**config.mk**
```make
export PLATFORM = sky130hd
export DESIGN_NAME = spoc_back
export DESIGN_NICKNAME = d
export VERILOG_FILES = /design/src/rtl/spoc_pkg.sv /design/src/rtl/spoc_ram.sv /design/src/rtl/spoc_back.sv
export SDC_FILE = /design/constraint.sdc
export NUM_CORES = 2
export LEC_CHECK = 0
export CAP_MARGIN = 10
export CORE_MARGIN = 1
export CORE_UTILIZATION = 45
export DETAILED_ROUTE_END_ITERATION = 7
export DONT_BUFFER_PORTS = 1
export HOLD_SLACK_MARGIN = 0.03
export PLACE_DENSITY = 0.59
export RECOVER_POWER = 100
export SYNTH_ARGS = -nofsm -noshare
export SYNTH_HDL_FRONTEND = slang
export SYNTH_SLANG_ARGS = --single-unit
```
**constraint.sdc**
```tcl
create_clock -name clk -period 6.33 [get_ports clk]
set_input_delay 0 -clock clk [delete_from_list [all_inputs] [get_ports clk]]
set_output_delay 0 -clock clk [all_outputs]
set_load 0.05 [all_outputs]
```
**src/rtl/spoc_pkg.sv**
```systemverilog
// Shared types and constants of the stack pop-order checker.
// Used by the front queue, the back sequencer and the top level.
package spoc_pkg;

	localparam logic KIND_LOAD = 1'b0;
	localparam logic KIND_PUSH = 1'b1;

	localparam int QDEPTH = 2;
	localparam int QAW    = 1;
	localparam int QCW    = 2;

	typedef struct packed {
		logic is_push;
		logic last;
	} op_t;

endpackage

```
**src/rtl/spoc_ram.sv**
```systemverilog
// Generic single-port-write, single-port-read RAM with registered read data.
// No dependencies.
module spoc_ram #(
	parameter int WIDTH = 32,
	parameter int DEPTH = 64
) (
	input  logic                     clk,
	input  logic                     we,
	input  logic [$clog2(DEPTH)-1:0] waddr,
	input  logic [WIDTH-1:0]         wdata,
	input  logic [$clog2(DEPTH)-1:0] raddr,
	output logic [WIDTH-1:0]         rdata
);

	logic [WIDTH-1:0] mem [DEPTH];

	always_ff @(posedge clk) begin
		if (we) begin
			mem[waddr] <= wdata;
		end
		rdata <= mem[raddr];
	end

endmodule

```
**src/rtl/spoc_back.sv**
```systemverilog
// Back part: sequencer that loads the pop list, pushes onto the stack and
// pops while the top matches, then registers the result. Uses spoc_pkg, spoc_ram.
module spoc_back import spoc_pkg::*; #(
	parameter int MAX_ELEMENTS = 64,
	parameter int VW           = 32
) (
	input  logic          clk,
	input  logic          arst_n,
	input  logic          q_valid,
	input  op_t           q_op,
	input  logic [VW-1:0] q_value,
	output logic          q_take,
	output logic          out_valid,
	input  logic          out_stall,
	output logic          order_valid,
	output logic          overflow
);

	localparam int AW = $clog2(MAX_ELEMENTS);
	localparam int CW = $clog2(MAX_ELEMENTS + 2);
	localparam logic [CW-1:0] MAX_C = CW'(MAX_ELEMENTS);

	localparam logic ST_IDLE = 1'b0;
	localparam logic ST_CMP  = 1'b1;

	logic          state_q, state_d;
	logic [CW-1:0] pop_loaded_q, pop_loaded_d;
	logic [CW-1:0] pop_next_q, pop_next_d;
	logic [CW-1:0] depth_q, depth_d;
	logic [CW-1:0] push_total_q, push_total_d;
	logic          ovf_q, ovf_d;
	logic          use_ram_q, use_ram_d;
	logic          last_q, last_d;
	logic [VW-1:0] top_q, top_d;
	logic          out_valid_q;
	logic          order_valid_q;
	logic          overflow_q;
	logic          res_load;
	logic          res_order_valid;

	logic          pop_we;
	logic          lifo_we;
	logic [VW-1:0] pop_rdata;
	logic [VW-1:0] lifo_rdata;
	logic [VW-1:0] cur_top;
	logic          match;
	logic          out_free;
	logic [CW-1:0] lifo_top_idx;

	spoc_ram #(.WIDTH(VW), .DEPTH(MAX_ELEMENTS)) u_pop_ram (
		.clk   (clk),
		.we    (pop_we),
		.waddr (pop_loaded_q[AW-1:0]),
		.wdata (q_value),
		.raddr (pop_next_d[AW-1:0]),
		.rdata (pop_rdata)
	);

	spoc_ram #(.WIDTH(VW), .DEPTH(MAX_ELEMENTS)) u_lifo_ram (
		.clk   (clk),
		.we    (lifo_we),
		.waddr (depth_q[AW-1:0]),
		.wdata (q_value),
		.raddr (lifo_top_idx[AW-1:0]),
		.rdata (lifo_rdata)
	);

	assign lifo_top_idx = depth_d - CW'(1);
	assign cur_top      = use_ram_q ? lifo_rdata : top_q;
	assign match        = (depth_q != '0) && (pop_next_q < pop_loaded_q) &&
	                      (cur_top == pop_rdata);
	assign out_free     = !out_valid_q || !out_stall;
	assign res_order_valid = !ovf_q && (depth_q == '0) && (pop_next_q == pop_loaded_q) &&
	                         (push_total_q == pop_loaded_q);

	always_comb begin
		state_d      = state_q;
		pop_loaded_d = pop_loaded_q;
		pop_next_d   = pop_next_q;
		depth_d      = depth_q;
		push_total_d = push_total_q;
		ovf_d        = ovf_q;
		use_ram_d    = use_ram_q;
		last_d       = last_q;
		top_d        = top_q;
		q_take       = 1'b0;
		pop_we       = 1'b0;
		lifo_we      = 1'b0;
		res_load     = 1'b0;
		case (state_q)
			ST_IDLE: begin
				if (q_valid) begin
					q_take = 1'b1;
					if (!q_op.is_push) begin
						if (pop_loaded_q < MAX_C) begin
							pop_we       = 1'b1;
							pop_loaded_d = pop_loaded_q + CW'(1);
						end else begin
							ovf_d = 1'b1;
						end
					end else begin
						if (depth_q < MAX_C) begin
							lifo_we   = 1'b1;
							depth_d   = depth_q + CW'(1);
							top_d     = q_value;
							use_ram_d = 1'b0;
						end else begin
							ovf_d = 1'b1;
						end
						if (push_total_q <= MAX_C) begin
							push_total_d = push_total_q + CW'(1);
						end
						last_d  = q_op.last;
						state_d = ST_CMP;
					end
				end
			end
			ST_CMP: begin
				if (match) begin
					depth_d    = depth_q - CW'(1);
					pop_next_d = pop_next_q + CW'(1);
					use_ram_d  = 1'b1;
				end else if (!last_q) begin
					state_d = ST_IDLE;
				end else if (out_free) begin
					res_load     = 1'b1;
					pop_loaded_d = '0;
					pop_next_d   = '0;
					depth_d      = '0;
					push_total_d = '0;
					ovf_d        = 1'b0;
					state_d      = ST_IDLE;
				end
			end
			default: begin
				state_d = ST_IDLE;
			end
		endcase
	end

	always_ff @(posedge clk or negedge arst_n) begin
		if (!arst_n) begin
			state_q      <= ST_IDLE;
			pop_loaded_q <= '0;
			pop_next_q   <= '0;
			depth_q      <= '0;
			push_total_q <= '0;
			ovf_q        <= 1'b0;
			use_ram_q    <= 1'b0;
			last_q       <= 1'b0;
			out_valid_q  <= 1'b0;
		end else begin
			state_q      <= state_d;
			pop_loaded_q <= pop_loaded_d;
			pop_next_q   <= pop_next_d;
			depth_q      <= depth_d;
			push_total_q <= push_total_d;
			ovf_q        <= ovf_d;
			use_ram_q    <= use_ram_d;
			last_q       <= last_d;
			if (res_load) begin
				out_valid_q <= 1'b1;
			end else if (!out_stall) begin
				out_valid_q <= 1'b0;
			end
		end
	end

	always_ff @(posedge clk) begin
		top_q <= top_d;
		if (res_load) begin
			order_valid_q <= res_order_valid;
			overflow_q    <= ovf_q;
		end
	end

	assign out_valid   = out_valid_q;
	assign order_valid = order_valid_q;
	assign overflow    = overflow_q;

endmodule

```
# After elaboration in Yosys (flattened, before gate mapping)
# Memory sizes are Yosys's and may differ from the RTL's. A register that Yosys moved wholly into a read port is not among the register bits.
# Index checks and enable logic that the tools add are counted.
totals:
  ff_bits: 67
  ram_bits: 4096
  in_bits: 38
  out_inout_bits: 4
  wordCells: 124
  mem_count: 2
op_classes:
  addsub: 6
  n_lt_le_gt_ge: 4
  eq_ne: 16
  muxes: 62
  bitwise: 1
  n_reduce_logical: 20
mem_list:
  columns: ["name", "words", "word_bits", "rd", "rd_ports_with_merged_regs", "write_ports", "line_no", "rtl"]
  rows:
  - ["u_lifo_ram.mem", 64, 32, 1, 1, 1, "spoc_ram.sv:15", "logic [WIDTH-1:0] mem [DEPTH];"]
  - ["u_pop_ram.mem", 64, 32, 1, 1, 1, "spoc_ram.sv:15", null]
ops:
  columns: ["cell", "count"]
  rows:
  - ["$mux W7", 18]
  - ["$pmux W7 S2", 3]
  - ["$mux W1", 36]
  - ["$eq A32 B32 Y1", 1]
  - ["$mux W32", 1]
  - ["$add A7 B1 Y7 const B", 4]
  - ["$reduce_and A6 Y1", 3]
  - ["$eq A7 B7 Y1", 2]
  - ["$lt A7 B7 Y1 const B", 2]
  - ["$ne A2 B2 Y1 const B", 7]
  - ["$ne A2 B1 Y1 const B", 4]
  - ["$reduce_and A4 Y1", 2]
  - ["$le A7 B7 Y1 const B", 1]
  - ["$logic_not A7 Y1", 1]
  - ["$lt A7 B7 Y1", 1]
  - ["$reduce_bool A7 Y1", 1]
  - ["$sub A7 B1 Y7 const B", 1]
  - ["$mux W6", 1]
  - ["$ne A3 B3 Y1 const B", 2]
  - ["$pmux W1 S2", 3]
  - ["$reduce_and A3 Y1", 2]
  - ["$sub A6 B1 Y6 const B", 1]
  - ["$logic_and A1 B1 Y1", 5]
  - ["$reduce_bool A2 Y1", 2]
  - ["other kinds (3)", 5]

# Logic depth before layout (Yosys ltp)
logic_depth:
  ltp_word: 7
  ltp_mapped: 28
  ltp_nobuf: 18

# Modules after synthesis
# Synthesis repeated with hierarchy kept, for this count alone.
hier_totals:
  hier_cells: 7014
  area_unflattened_um2: 160975.6
by_module_without_submodules:
  columns: ["module", "instances", "cells_each", "area_per_inst_um2", "seq_area_each_um2"]
  rows:
  - ["spoc_ram", 2, 3324, 78515.3, 62139.6]
  - ["spoc_back", 1, 366, 3945.0, 1846.8]

# Worst setup path after synthesis
# Ideal clock, no wire load.
synth_timing:
  path_type: "reg2reg"
  from: "register pop_next_q[0]"
  to: "register u_lifo_ram.rdata[14] (read register of u_lifo_ram.mem)"
  setup_ps: 136
  t_arrival_ps: 6384
  required_ps: 6194
  path_slack_ps: -190
  stages_incl_launch_ff: 27
  path_buffers: 12
  period_less_slack_ps: 6520
  path_cell_list: "dfrtp_1 > clkbuf_1 > inv_2 > clkbuf_1 > clkbuf_1 > buf_1 > clkbuf_1 > clkbuf_1 > ha_1 > nor2b_1 > o21ai_0 > a21oi_1 > nand3b_2 > nor3_2 > mux2i_1 > mux2_2 > buf_2 > buf_2 > buf_2 > ha_1 > clkbuf_1 > clkbuf_1 > clkbuf_1 > mux4_2 > mux4_2 > mux2i_1 > mux2i_1"
synth_between:
  elab_chain_cells: 6
synth_lines:
  columns: ["item", "line_no", "rtl"]
  rows:
  - ["start, declared", "spoc_back.sv:28", "logic [CW-1:0] pop_next_q, pop_next_d;"]
  - ["start signal, assigned", "spoc_back.sv:155", "pop_next_q <= pop_next_d;"]
  - ["$lt A7 B7 Y1", "spoc_back.sv:70", "assign match = (depth_q != '0) && (pop_next_q < pop_loaded_q) &&"]
  - ["$logic_and A1 B1 Y1 (2 in a row)", "spoc_back.sv:70", null]
  - ["$mux W7", "spoc_back.sv:119", "if (match) begin"]
  - ["$pmux W7 S2", "spoc_back.sv:90", "case (state_q)"]
  - ["$sub A6 B1 Y6", "spoc_back.sv:68", "assign lifo_top_idx = depth_d - CW'(1);"]
  - ["end, declared", "spoc_ram.sv:12", "output logic [WIDTH-1:0] rdata"]
# No other way between the ends.
# A chain may end at the register's enable or synchronous reset.

# Worst setup path after layout
layout_timing:
  from: "register use_ram_q"
  to: "register u_pop_ram.rdata[17] (read register of u_pop_ram.mem)"
layout_between:
  elab_chain_cells: 5
layout_lines:
  columns: ["item", "line_no", "rtl"]
  rows:
  - ["start, declared", "spoc_back.sv:32", "logic use_ram_q, use_ram_d;"]
  - ["start signal, assigned", "spoc_back.sv:159", "use_ram_q <= use_ram_d;"]
  - ["$mux W32", "spoc_back.sv:69", "assign cur_top = use_ram_q ? lifo_rdata : top_q;"]
  - ["$eq A32 B32 Y1", "spoc_back.sv:71", "(cur_top == pop_rdata);"]
  - ["$logic_and A1 B1 Y1", "spoc_back.sv:70", null]
  - ["$mux W7", "spoc_back.sv:119", null]
  - ["$mux W6", "spoc_back.sv:90", null]
  - ["end, declared", "spoc_ram.sv:12", null]
# No other way between the ends.

==> results.sh <==
export IMPL_cts_sinks=4227
export IMPL_grt_pass1_vias=123800
export IMPL_ff2ff_path_depth=16
export IMPL_critPathLaunchType="flip-flop"
export IMPL_combPwrFrac_pct=32.1
export IMPL_die_h_um=652.7
export IMPL_required_ns=7.20
export IMPL_maxCapViolations=187
export IMPL_yosysMostFrequentCell="edfxtp_1"
export IMPL_cts_reportedPaths_clkPinSlew_ns=0.06
export IMPL_hpwl_um=322300
export IMPL_ys_flop_type="edfxtp_1"
export IMPL_power_per_cell_area_nw_per_um2=401.7
export IMPL_hp_start="q_op[1]"
export IMPL_internal_power_uw=58180
export IMPL_setup_viol=0
export IMPL_ys_seq_area_share_pct=66.21
export IMPL_p_seq_share_pct=37.6
export IMPL_slew_violations=7630
export IMPL_grt_max_degree=198
export IMPL_fp_dieW_um=652.7
export IMPL_numCtsBuffers=446
export IMPL_dp_cells=16610
export IMPL_ir_worst_vdd_mv=0.5896
export IMPL_p_sw_share_pct=31.87
export IMPL_area_growth_pct=11.61
export IMPL_initialDrtViolationCount=21630
export IMPL_place_ws_ns=0.04573
export IMPL_regArea_um2=126100
export IMPL_std_cell_rows=238
export IMPL_gp_congestion=0.9215
export IMPL_wirelength_um=615300
export IMPL_yosys_area_top_type_share_pct=65.10
export IMPL_layout_setup_ws_ns=0.04711
export IMPL_cts_root_buffer="clkbuf_16"
export IMPL_first_pass_iters=7
export IMPL_crit_arrival_ns=7.16
export IMPL_port_buffers=0
export IMPL_antenna_found_initial=43
export IMPL_synth_cell_types=76
export IMPL_grt_overflow_total=0
export IMPL_r2r_start="use_ram_q$_DFFE_PN0P_"
export IMPL_synth_top_area_cell="edfxtp_1"
export IMPL_whs_path_depth=4
export IMPL_via_count=126700
export IMPL_synth_top_family_by_area="multiplexers"
export IMPL_min_period_ns=6.283
export IMPL_cts_tree="built"
export IMPL_grt_usage_pct=28.09
export IMPL_violations="max-capacitance violations, max-slew violations"
export IMPL_crit_top_cell="buf_4"
export IMPL_r2r_slack_ns=0.05
export IMPL_fin_nets=11550
export IMPL_outcome="finished with violations"
export IMPL_synthXorXnorAreaFrac_pct=0.2332
export IMPL_synth_edf_count=4130
export IMPL_synthArstFlopShare_pct=0.7807
export IMPL_hp_class="input pin to flip-flop"
export IMPL_critPathSlowestCell="dfrtp_4"
export IMPL_yosysWarnings=0
export IMPL_synth_simple_gate_area_share_pct=6.159
export IMPL_synth_fa_ha_area_share_pct=0.09852
export IMPL_cpPeakStageDelay_ns=0.60
export IMPL_insertion_delay_ns=1.02
export IMPL_avgViaCountPerCell=7.228
export IMPL_report_final_hold_viol_count=0
export IMPL_power_leakage_uw=0.06328
export IMPL_ys_top_cells_by_count="4,130 x edfxtp_1, 1,941 x o221ai_1, 1,479 x nand3_1"
export IMPL_stdcell_count=17530
export IMPL_fin_hold_ws_ns=0.2185
export IMPL_synthCells=11720
export IMPL_postLayoutCoreUtil_pct=50.53
export IMPL_synth_area_mux_share_pct=14.16
export IMPL_synthTopCellsByArea="edfxtp_1 65%, mux4_2 13%, o221ai_1 8.9%"
export IMPL_n_fill_cell=34090
export IMPL_worstSetupEndpointType="flip-flop"
export IMPL_wl_per_cell_um=35.11
export IMPL_clock_path_buffers=4
export IMPL_p_sw_uw=27220
export IMPL_multi_input_area_um2=60160
export IMPL_slew_headroom_pct=-403.1
export IMPL_crit_type="flip-flop to flip-flop"
export IMPL_cp_cell_sequence="buf_4 -> mux2i_1 -> xnor2_1 -> or4_1 -> nand4b_2 -> or3_1 -> buf_4 -> mux2_2 -> inv_1 -> nor2_4 -> buf_12 -> clkbuf_4 -> nand3_1 -> o22ai_1 -> nor3_1 -> nor4_1"
export IMPL_rsz0062_at_grt="false"
export IMPL_min_to="pop_loaded_q[0]$_DFFE_PN0P_"
export IMPL_grt_pass1_wl_um=881000
export IMPL_drive_gt1_share_pct=18.67
export IMPL_final_antenna_net_count=0
export IMPL_tns_ns=0
export IMPL_path_max_fanout=29
export IMPL_timing_rr_end="u_pop_ram.rdata[17]$_DFF_P_"
export IMPL_fin_skew_ns=0.06502
export IMPL_ys_ff_latch=4227
export IMPL_post_cts_buffers=0
export IMPL_fmax_mhz=159.2
export IMPL_syn_avg_cell_area_um2=16.26
export IMPL_p_clk_share_pct=30.3
export IMPL_io_pins=42
export IMPL_core_area_um2=420800
export IMPL_htreeDepth=5
export IMPL_start_util_pct=45.28
export IMPL_synth_compound_area_share_pct=10.64
export IMPL_die_area_um2=426000
export IMPL_synthesis_nets=11770
export IMPL_syn_area_um2=190500
export IMPL_finalCritPeriodShare_pct=99.26
export IMPL_drcViolationCount=0
export IMPL_tightest_slew_ns=7.547
## cell usage in the layout, fill, tap and decap left out, drive strengths merged, types with 8 or more instances in the layout
| cell | count |
|---|---|
| mux2i | 145 |
| nand2 | 68 |
| o21ai | 43 |
| dfxtp | 64 |
| diode | 16 |
| edfxtp | 4130 |
| dfrtp | 33 |
| mux2 | 8 |
| o22ai | 273 |
| xor2 | 15 |
| nor3 | 142 |
| clkinvlp | 22 |
| inv | 34 |
| o221a | 9 |
| a22oi | 11 |
| o221ai | 1941 |
| nor4 | 52 |
| buf | 305 |
| or3 | 16 |
| xnor2 | 34 |
| nor2 | 659 |
| dlygate4sd3 | 44 |
| nand4 | 17 |
| a221o | 12 |
| bufinv | 40 |
| and3 | 17 |
| nand3 | 1480 |
| o211ai | 16 |
| clkdlybuf4s25 | 11 |
| ha | 15 |
| mux4 | 1129 |
| clkbuf | 717 |
| a22o | 8 |
| clkinv | 214 |
| a21oi | 47 |
## state kept, by name, summed over array words and instances (netlist names), 7 cells and up
register / cells
u_pop_ram.rdata: 32
top_q: 32
depth_q: 7
u_lifo_ram.rdata: 32
pop_next_q: 7
pop_loaded_q: 7
push_total_q: 7
u_lifo_ram.mem: 2048
u_pop_ram.mem: 2048
## metrics by stage
| stage | power, µW | instance area [µm²] |
|---|---|---|
| 2_1_floorplan | 50370 | 190500 |
| 3_3_place_gp | 58900 | 198700 |
| 3_5_place_dp | 59260 | 198700 |
| 4_1_cts | 85590 | 214400 |
| 5_1_grt | 88180 | 212600 |
| 6_report | 85400 | 212600 |
## kinds of logic (layout without fill, tap and decap cells)
family | count (synthesis) | in the layout
compound gates | 2433 | 2433
xor+xnor | 49 | 49
fa+ha+maj | 15 | 15
buf+inv | 1231 | 1388
flops | 4227 | 4227
mux | 1282 | 1282
other cells | 0 | 16
simple gates | 2478 | 2478
## layout make-up
cell class	count	share of cell area, %
clock inverter	281	1.245
antenna	16	0.01883
inverter	29	0.05944
clock buffer	543	5.480
sequential	4227	59.32
tap	5640	3.319
multi-input combinational	6257	28.29
timing repair buffer	535	2.261
## metal layers
metal | GRT usage [%] | vias to the layer above | wire length, µm
li1 | - | 50500 | -
met1 | 39.63 | 66090 | 236200
met2 | 42.26 | 8753 | 276100
met3 | 6.388 | 1349 | 75090
met4 | 11.47 | 8 | 27910
met5 | 0 | - | 58
## worst max-delay path: cells and delay by family, from the launching register on
kind	cells	cell delay (ns)
multiplexers	2	0.69
flip-flops	1	0.60
AND/OR/NAND/NOR	7	2.63
buffers and inverters	5	1.43
XOR/XNOR	1	0.11
AO/OA/AOI/OAI	1	0.59
## power groups by stage
stage | sequential [µW] | clock [µW] | combinational [µW]
floorplan | 32000 | 0 | 18400
global placement | 32500 | 0 | 26400
detailed placement | 32500 | 0 | 26700
CTS | 31900 | 26200 | 27500
global route | 32100 | 27200 | 28900
finish | 32100 | 25900 | 27400
## worst max-delay path by stage
stage | from | endpoint | slack (ns) | cells past startpoint
6_report | use_ram_q$_DFFE_PN0P_ | u_pop_ram.rdata[17]$_DFF_P_ | 0.05 | 16
5_1_grt | pop_loaded_q[4]$_DFFE_PN0P_ | u_pop_ram.rdata[17]$_DFF_P_ | 0.009 | 17
3_5_place_dp | use_ram_q$_DFFE_PN0P_ | u_pop_ram.rdata[12]$_DFF_P_ | 0.05 | 15
2_1_floorplan | pop_next_q[0]$_DFF_PN0_ | u_lifo_ram.rdata[14]$_DFF_P_ | 0.005 | 26
3_3_place_gp | use_ram_q$_DFFE_PN0P_ | u_pop_ram.rdata[21]$_DFF_P_ | -0.09 | 15
4_1_cts | use_ram_q$_DFFE_PN0P_ | u_pop_ram.rdata[19]$_DFF_P_ | 0.02 | 15
## what timing repair did
| action | in CTS | in global routing |
|---|---|---|
| endpoints found under the hold margin | 4253 | 0 |
| hold buffers | 78 | 0 |
| pin swaps | 0 | 0 |
| endpoints found under the setup margin | 1 | 14 |
| gates resized for setup | 1 | 10 |
Power figures use the tool's default switching activity.
